--- src/hdl/gsa_pkg.sv ---
package gsa_pkg;

  // Fixed field widths
  localparam int FUNC_W = 2;
  localparam int IDX_W  = 10;
  localparam int GEN_W  = 16;
  localparam int ST_W   = 2;

  // Operation codes
  localparam logic [FUNC_W-1:0] FUNC_ALLOC = 2'd0;
  localparam logic [FUNC_W-1:0] FUNC_FREE  = 2'd1;
  localparam logic [FUNC_W-1:0] FUNC_CHECK = 2'd2;

  // Status codes
  localparam logic [ST_W-1:0] ST_OK    = 2'd0;
  localparam logic [ST_W-1:0] ST_EMPTY = 2'd1;
  localparam logic [ST_W-1:0] ST_RANGE = 2'd2;
  localparam logic [ST_W-1:0] ST_FULL  = 2'd3;

  // Controller to datapath commands
  typedef struct packed {
    logic init_wr;    // write one entry of the clearing pass
    logic load;       // capture the item, start memory reads
    logic pop;        // allocate: take top of stack, read its generation
    logic finish;     // write the result register
    logic fin_alloc;  // result comes from the allocate path
  } gsa_cmd_t;

  // Datapath to controller status
  typedef struct packed {
    logic init_last;
    logic op_alloc;
    logic stack_empty;
  } gsa_sts_t;

endpackage

--- src/hdl/gsa_ctrl.sv ---
module gsa_ctrl
  import gsa_pkg::*;
(
  input  logic     clk,
  input  logic     rst_n,
  input  logic     in_valid,
  output logic     in_ready,
  output logic     out_valid,
  input  logic     out_ready,
  input  gsa_sts_t sts,
  output gsa_cmd_t cmd
);

  localparam logic [1:0] S_INIT  = 2'd0;
  localparam logic [1:0] S_IDLE  = 2'd1;
  localparam logic [1:0] S_EXEC  = 2'd2;
  localparam logic [1:0] S_ALLOC = 2'd3;

  logic [1:0] state_r;
  logic [1:0] state_nxt;
  logic       out_valid_r;
  logic       out_free;

  assign out_free  = !out_valid_r || out_ready;
  assign in_ready  = state_r == S_IDLE;
  assign out_valid = out_valid_r;

  // Sequencer
  always_comb begin
    state_nxt     = state_r;
    cmd           = '0;
    case (state_r)
      S_INIT: begin
        cmd.init_wr = 1'b1;
        if (sts.init_last) begin
          state_nxt = S_IDLE;
        end
      end
      S_IDLE: begin
        if (in_valid) begin
          cmd.load  = 1'b1;
          state_nxt = S_EXEC;
        end
      end
      S_EXEC: begin
        if (sts.op_alloc && !sts.stack_empty) begin
          cmd.pop   = 1'b1;
          state_nxt = S_ALLOC;
        end else if (out_free) begin
          cmd.finish = 1'b1;
          state_nxt  = S_IDLE;
        end
      end
      S_ALLOC: begin
        if (out_free) begin
          cmd.finish    = 1'b1;
          cmd.fin_alloc = 1'b1;
          state_nxt     = S_IDLE;
        end
      end
      default: begin
        state_nxt = S_INIT;
      end
    endcase
  end

  always_ff @(posedge clk) begin
    if (!rst_n) begin
      state_r     <= S_INIT;
      out_valid_r <= 1'b0;
    end else begin
      state_r <= state_nxt;
      if (cmd.finish) begin
        out_valid_r <= 1'b1;
      end else if (out_ready) begin
        out_valid_r <= 1'b0;
      end
    end
  end

`ifndef SYNTHESIS
  a_finish_room: assert property (@(posedge clk) disable iff (!rst_n)
    cmd.finish |-> (!out_valid_r || out_ready))
    else $error("result written over an untaken item");

  a_pop_nonempty: assert property (@(posedge clk) disable iff (!rst_n)
    cmd.pop |-> !sts.stack_empty)
    else $error("pop from empty stack");

  a_load_exec: assert property (@(posedge clk) disable iff (!rst_n)
    cmd.load |=> (state_r == S_EXEC) && !in_ready)
    else $error("accepted item not executed");
`endif

endmodule

--- config.mk ---
export PLATFORM = sky130hd
export DESIGN_NAME = gsa_ctrl
export DESIGN_NICKNAME = d
export VERILOG_FILES = /design/src/hdl/gsa_pkg.sv /design/src/hdl/gsa_ctrl.sv
export SDC_FILE = /design/constraint.sdc
export NUM_CORES = 1
export LEC_CHECK = 0
export ABC_AREA = 1
export BUFFER_PORTS_ARGS = -buffer_cell sky130_fd_sc_hd__buf_2
export CELL_PAD_IN_SITES_DETAIL_PLACEMENT = 0
export CELL_PAD_IN_SITES_GLOBAL_PLACEMENT = 1
export CORE_AREA = 4 4 41 43
export DETAILED_ROUTE_END_ITERATION = 7
export DIE_AREA = 0 0 45 47
export PLACE_DENSITY = 0.51
export SYNTH_ARGS = -nofsm -noshare
export SYNTH_HDL_FRONTEND = slang
export SYNTH_SLANG_ARGS = --single-unit
--- constraint.sdc ---
create_clock -name clk -period 1.7 [get_ports clk]
set_input_delay 0.17 -clock clk [delete_from_list [all_inputs] [get_ports clk]]
set_output_delay 0.17 -clock clk [all_outputs]
set_load 0.02 [all_outputs]
# After elaboration in Yosys (flattened, before gate mapping)
# Index checks and enable logic that the tools add are counted.
[op_classes] n_lt_le_gt_ge=0 n_bitwise=0 addsub=0 multipliers=0 n_mux=17 n_reduce_logical=7 n_div=0 n_shift=0 n_eq_ne=5
[ops] operator="2-to-1 mux 1 bit" n=10
[ops] operator="2-to-1 mux 2 bit" n=5
[ops] operator="one-hot mux 2 bit (4 select lines)" n=1
[ops] operator="equality test 2 bit (second input constant)" n=2
[ops] operator="inequality test 2 bit (second input constant)" n=2
[ops] operator="equality test 2 x 1 -> 1 bit (second input constant)" n=1
[ops] operator="logical NOT 1 bit" n=2
[ops] operator="logical NOT 2 bit" n=1
[ops] operator="one-hot mux 1 bit (2 select lines)" n=1
[ops] operator="AND reduction 2 bit" n=1
[ops] operator="nonzero test 2 bit" n=1
[ops] operator="logical AND 1 bit" n=1
[ops] operator="logical OR 1 bit" n=1
[totals] latch_bits=0 n_memories=0 regBits=3 out_inout_bits=7 romBits=0 in_bits=7 wordCells=31 ram_bits=0

# Longest topological paths before layout
# Gate-level depths: netlist (run 1).
[logic_depth] ltp_word=6 depth_mapped=5 mapped_depth_nobuf=5

# Least setup slack after synthesis (run 1)
# No wires, ideal clock.
[synth_path] kind="register to output" start="register out_valid_r (netlist: out_valid)" end="output port cmd[0] (netlist bit)" slack_ps=690 arrival_time_ps=840 required_time_ps=1530 path_buffers=0 stages_incl_launch_ff=4 cell_sequence="dfxtp_1 -> nand2_1 -> nand2_1 -> nor2_1"
[synth_rtl] element="start, declared" line_no="gsa_ctrl.sv:21" rtl="logic out_valid_r;"
[synth_rtl] element="start signal, assigned" line_no="gsa_ctrl.sv:70" rtl="out_valid_r <= 1'b0;"
[synth_rtl] element="start signal, assigned" line_no="gsa_ctrl.sv:74" rtl="out_valid_r <= 1'b1;"
[synth_rtl] element="start signal, assigned" line_no="gsa_ctrl.sv:76" rtl="out_valid_r <= 1'b0;"
[synth_rtl] element="end, declared" line_no="gsa_ctrl.sv:11" rtl="output gsa_cmd_t cmd"

==> results of run 1 <==
tightest hold or removal path, delay by kind of cell:
kind                   cells  cell delay (ns)
and+or+nand+nor            1             0.04
buffers and inverters      2             0.17
Yosys cell counts (all sizes together):
| master | number | area share (%) |
|---|---|---|
| inv | 9 | 17 |
| nand3 | 3 | 13 |
| a21oi | 2 | 7.1 |
| nor2 | 8 | 15 |
| nor3 | 1 | 2.6 |
| nand2 | 7 | 14 |
| dfxtp | 3 | 31 |
flip-flops by register name, summed over array words and instances, names as in the netlist:
name,cells
out_valid,1
state_r,2
area by class of cell:
class	count	area, sq um
well taps	15	18.8
multi-input cells	21	100
repair buffers	13	65.1
flip-flops and latches	3	60.1
clock buffers	4	26.3
inverters	9	33.8
fillers	161	997
metrics by stage:
stage / power, mW / hold slack, ns / util, % / area [sq um]
after floorplan: 0.126 / 0.282 / - / 194
after global placement: 0.152 / 0.427 / 21.3 / 278
after detailed placement: 0.151 / 0.424 / 21.3 / 278
after CTS: 0.285 / 0.175 / 23.4 / 304
after global routing: 0.305 / 0.193 / 23.4 / 304
final: 0.274 / 0.181 / 23.4 / 304
cells by family (layout without fill, tap and decap cells):
| group | after synthesis | in the layout | share of synthesized area [%] |
|---|---|---|---|
| AND/OR/NAND/NOR | 19 | 19 | 44.5 |
| AO/OA/AOI/OAI | 2 | 2 | 7.10 |
| flip-flops | 3 | 3 | 31.0 |
| buffers and inverters | 9 | 26 | 17.4 |
power by group through the flow:
stage | combinational (mW) | sequential, mW | clock [mW]
2_1_floorplan | 0.0415 | 0.0842 | 0
3_3_place_gp | 0.0687 | 0.0836 | 0
3_5_place_dp | 0.0675 | 0.0836 | 0
4_1_cts | 0.0681 | 0.0824 | 0.135
5_1_grt | 0.0749 | 0.0837 | 0.146
6_report | 0.0663 | 0.0823 | 0.126
worst max path at each step:
stage                                        from     end  depth (start not counted)
final                     state_r[1]$_SDFFE_PN0P_  cmd[1]                          3
after global placement    state_r[1]$_SDFFE_PN0P_  cmd[1]                          3
after floorplan            out_valid$_SDFFE_PN0P_  cmd[0]                          3
after detailed placement  state_r[1]$_SDFFE_PN0P_  cmd[1]                          3
after global routing      state_r[1]$_SDFFE_PN0P_  cmd[1]                          3
after CTS                 state_r[1]$_SDFFE_PN0P_  cmd[1]                          3
metal layers:
metal  routed length (um)  track usage (%)  vias up
met2                  271             10.5        9
met4                    0             5.26        0
met5                    0                0        -
met3                   40             3.83        0
li1                     -                -      131
met1                  241             7.00      101
layout by cell type (no fill, tap or decap), drive strengths merged:
| cell type | Yosys | layout |
|---|---|---|
| a21oi | 2 | 2 |
| buf | 0 | 13 |
| clkbuf | 0 | 4 |
| dfxtp | 3 | 3 |
| inv | 9 | 9 |
| nand2 | 7 | 7 |
| nand3 | 3 | 3 |
| nor2 | 8 | 8 |
| nor3 | 1 | 1 |
==> metrics.md, run 1 <==
| Metric | Value |
|---|---|
| Yosys reg bits | `3` |
| FMAX | `814 MHz` |
| Sequential element share of the synthesized area | `31.0%` |
| R2R Setup Slk | `0.84 ns` |
| Site Rows | `13` |
| Worst slew pin tran | `0.191 ns` |
| Setup TNS | `0 ns` |
| Final cell count without fillers | `65` |
| Peak VDD IR | `0.398 mV` |
| Crit path max-delay family | `flip-flops` |
| Final WS setup | `0.472 ns` |
| Worst-skew pair later-pin latency | `0.23 ns` |
| Vias in the first global route | `255` |
| HP Start | `rst_n` |
| Critical Path Start Type | `flop` |
| Placed insts | `61` |
| Clock buffer count from CTS | `3` |
| Nets@finish | `58` |
| Max FO, Critical Path | `6` |
| WP data required | `1.53 ns` |
| WP data arrival | `1.06 ns` |
| ANT cells | `0` |
| Kind of end point of the critical path | `output pin` |
| YS warnings | `0` |
| NetSw | `0.0859 mW` |
| Root Driver | `clkbuf_4` |
| CP Class | `reg -> out` |
| Reg2reg start | `state_r[0]$_SDFFE_PN0P_` |
| Largest net degree at the start of global routing | `7` |
| Htree depth | `1` |
| Drt drc | `0` |
| Clock-pin slew on the worst setup and hold paths | `0.04 ns` |
| Final max-slew violation count | `0` |
| Hold_buf cts | `0` |
| Lkg Pwr | `0.189 nW` |
| Clk sinks | `3` |
| Vias per cell | `3.71` |
| Hpwl dp | `469 um` |
| Hold path depth | `3` |
| Share of cells above drive strength 1 | `40.0%` |
| Period utilisation layout | `72.3%` |
| RSZ-0062 raised after global routing | `no` |
| Fin crit period | `1.23 ns` |
| Clk pwr share | `45.8%` |
| Largest stage delay on the critical path | `0.40 ns` |
| GRT overflow | `0` |
| Routability cong. | `0.661` |
| Syn_area_per_cell | `5.88 sq um` |
| Post-CTS Setup Bufs | `0` |
| Drt total wl | `553 um` |
| Hold WC Path Type | `in -> reg` |
| Antenna Nets Post-Route | `0` |
| Switching part of the total power | `31.3%` |
| Tot GR Track Use | `6.86%` |
| Die height | `47 um` |
| Initial core utilization | `14.9%` |
| First-pass GRT wire length | `972 um` |
| Max-slew headroom | `87.2%` |
| Gate Count Post-Synth | `33` |
| Synth Net Count | `40` |
| PwrDens | `902 nW/um^2` |
| Max-cap viol count | `0` |
| Pint | `0.188 mW` |
| Synth cell types | `10` |
| Via count | `241` |
| Critical path's slowest cell | `dfxtp_1` |
| Input/output buffers | `13` |
| Worst slack, placed | `0.702 ns` |
| Fin. Hold Viols | `0` |
| Die W | `45 um` |
| TritonCTS clock tree | `built` |
| Synth Cell Area | `194 sq um` |
| Die Area | `2120 sq um` |
| Post_cts resized | `0` |
| Clock Skew | `0.00643 ns` |
| Combinational power share | `24.2%` |
| Seq pwr share | `30.0%` |
| Synthesis-to-finish area growth | `56.8%` |
| Status | `finished clean` |
| Initial DRC Count | `1` |
| Ports | `14` |
| CTS max path bufs | `2` |
| Core ar. | `1300 sq um` |
| First drt pass iteration count | `2` |
| WP buf/inv | `1` |
| R2R depth | `4` |
| # setup viols final | `0` |
| Terminus of the critical flop-to-flop path | `state_r[0]$_SDFFE_PN0P_` |
| CP Cell Sequence | `nand2_1 -> a21oi_2 -> buf_2` |
| Hold endpoint | `out_valid$_SDFFE_PN0P_` |
| Routed wire per std cell | `8.51 um` |
| Initial antenna violation count | `0` |
(Power assumes the default switching activity.)
==> inputs of run 2 (changes only) <==
clock period = 1.2 ns   (was 1.7 ns; I/O delays follow)
==> metrics.md, run 2 (synthesis results as in run 1) <==
| Metric | Value |
|---|---|
| Total power | `0.392 mW (was 0.274 mW)` |
| Vias per cell | `3.66 (was 3.71)` |
| WP data arrival | `0.99 ns (was 1.06 ns)` |
| FMAX | `904 MHz` |
| Critical Path Start Type | `flop (unchanged)` |
| Grt met1 use | `5.88% (was 7.00%)` |
| Largest net degree at the start of global routing | `7 (unchanged)` |
| RSZ-0062 raised after global routing | `no (unchanged)` |
| CP Class | `reg -> out (unchanged)` |
| Final max-slew violation count | `0 (unchanged)` |
| Clock Skew | `0.00517 ns (was 0.00643 ns)` |
| WP data required | `1.08 ns (was 1.53 ns)` |
| Commonest non-fill, non-tap cell in the layout | `buf_2 (unchanged)` |
| Max-cap viol count | `0 (unchanged)` |
| Hpwl dp | `465 um (was 469 um)` |
| Routing usage on met2 | `9.89% (was 10.5%)` |
| Die W | `45 um (unchanged)` |
| Die Area | `2120 sq um (unchanged)` |
| Vias in the first global route | `254 (was 255)` |
| First drt pass iteration count | `1 (was 2)` |
| Lkg Pwr | `0.190 nW (was 0.189 nW)` |
| CTS max path bufs | `2 (unchanged)` |
| Critical path's slowest cell | `dfxtp_2 (was dfxtp_1)` |
| Die height | `47 um (unchanged)` |
| Clock buffer count from CTS | `3 (unchanged)` |
| Setup TNS | `0 ns (unchanged)` |
| Commonest non-fill, non-tap cells in the layout | `11 x buf_2, 8 x inv_1, 8 x nor2_1, 5 x nand2_1, 3 x clkbuf_4 (was 13 x buf_2, 8 x inv_1, 8 x nor2_1, 7 x nand2_1)` |
| ANT cells | `0 (unchanged)` |
| Drt drc | `0 (unchanged)` |
| Root Driver | `clkbuf_4 (unchanged)` |
| Largest stage delay on the critical path | `0.33 ns (was 0.40 ns)` |
| Initial DRC Count | `0 (was 1)` |
| Drt total wl | `533 um (was 553 um)` |
| CP Cell Sequence | `inv_2 -> nand3_1 -> nor2_1 -> buf_4 (was nand2_1 -> a21oi_2 -> buf_2)` |
| Fin. Hold Viols | `0 (unchanged)` |
| Worst-skew pair later-pin latency | `0.23 ns (about the same)` |
| Kind of end point of the critical path | `output pin (unchanged)` |
| Fillcell total | `167 (was 161)` |
| Hold WC Path Type | `in -> reg (unchanged)` |
| Antenna Nets Post-Route | `0 (unchanged)` |
| Input/output buffers | `13 (unchanged)` |
| Clock-pin slew on the worst setup and hold paths | `0.04 ns (about the same)` |
| Via count | `238 (was 241)` |
| PwrDens | `1240 nW/um^2 (was 902 nW/um^2)` |
| Nets@finish | `58 (unchanged)` |
| Max-slew headroom | `87.4% (was 87.2%)` |
| Max reg flops | `2 (unchanged)` |
| Hold Slack | `0.133 ns (was 0.181 ns)` |
| Routed wire per std cell | `8.20 um (was 8.51 um)` |
| Crit path launch | `state_r[0]$_SDFFE_PN0P_ (was state_r[1]$_SDFFE_PN0P_)` |
| Largest Register | `state_r (unchanged)` |
| Htree depth | `1 (unchanged)` |
| TritonCTS clock tree | `built (unchanged)` |
| Max FO, Critical Path | `5 (was 6)` |
| First-pass GRT wire length | `903 um (was 972 um)` |
| Synthesis-to-finish area growth | `63.2% (was 56.8%)` |
| Met3 Track Usage GR | `4.21% (was 3.83%)` |
| Site Rows | `13 (unchanged)` |
| Status | `finished clean (unchanged)` |
| Post-CTS Setup Bufs | `0 (unchanged)` |
| Worst slew pin tran | `0.189 ns (was 0.191 ns)` |
| Routability cong. | `0.660 (was 0.661)` |
| Area of the multi-input gates | `105 sq um (was 100 sq um)` |
| Ports | `14 (unchanged)` |
| Initial antenna violation count | `0 (unchanged)` |
| Share of cells above drive strength 1 | `48.0% (was 40.0%)` |
| Reg2reg start | `state_r[0]$_SDFFE_PN0P_ (unchanged)` |
| Register area | `62.6 sq um (was 60.1 sq um)` |
| Peak VDD IR | `0.566 mV (was 0.398 mV)` |
| Tot GR Track Use | `6.39% (was 6.86%)` |
| GRT overflow | `0 (unchanged)` |
| Clk sinks | `3 (unchanged)` |
| Core ar. | `1300 sq um (unchanged)` |
| # setup viols final | `0 (unchanged)` |
| Most Crowded Layer GR | `met2 (unchanged)` |
| Fin crit period | `1.11 ns` |
| Period utilisation layout | `92.2%` |
| HP Start | `rst_n (unchanged)` |
| Initial core utilization | `14.9% (unchanged)` |
==> run 2: cell counts in the layout (fill, tap and decap cells not counted) <==
Identical to the previous run, type by type.
==> run 2: layout make-up <==
type | instances | share of cell area [%]
Inverter | 9 | 10.7
Clock buffer | 4 | 8.30
Multi-Input combinational cell | 21 | 33.2
Timing Repair Buffer | 13 | 22.1
Sequential cell | 3 | 19.8
Tap cell | 15 | 5.93
==> run 2: power by group <==
part	internal (mW)	total [mW]	switching, mW	leakage (nW)
clock	0.125	0.176	0.0519	0.0150
combinational	0.0367	0.0962	0.0594	0.150
sequential	0.110	0.119	0.00945	0.0253
total	0.271	0.392	0.121	0.190
==> run 2: routing by layer <==
metal  routed length [um]  vias to the layer above
li1                     -                      131
met4                    0                        0
met2                  254                        9
met1                  228                       98
met3                   51                        0
met5                    0                        -
==> run 2: repair_timing <==
action                     in CTS  in global routing
hold buffers                    0                  0
setup endpoints to repair       1                  2
gates resized for setup         1                  5
==> run 2: worst paths after layout <==
kind                            slack [ns]  cells past startpoint                      end
worst max-delay path                  0.09                      4                   cmd[2]
worst min-delay path                  0.13                      3   out_valid$_SDFFE_PN0P_
worst max register to register        0.36                      4   out_valid$_SDFFE_PN0P_
worst min register to register        0.56                      3  state_r[0]$_SDFFE_PN0P_
==> run 2: worst max-delay path: cells and delay by family (launching register included) <==
kind / cells / cell delay [ns]
AND/OR/NAND/NOR: 2 / 0.19
buffers and inverters: 2 / 0.23
flip-flops: 1 / 0.33
==> run 2: stage by stage <==
stage	setup WS [ns]	instance area [sq um]	util, %	cells
floorplan	0.204	194	-	33
global placement	0.238	278	21.3	61
detailed placement	0.239	278	21.3	61
CTS	0.0229	305	23.5	65
global route	0.0110	317	24.3	65
finish	0.0941	317	24.3	65
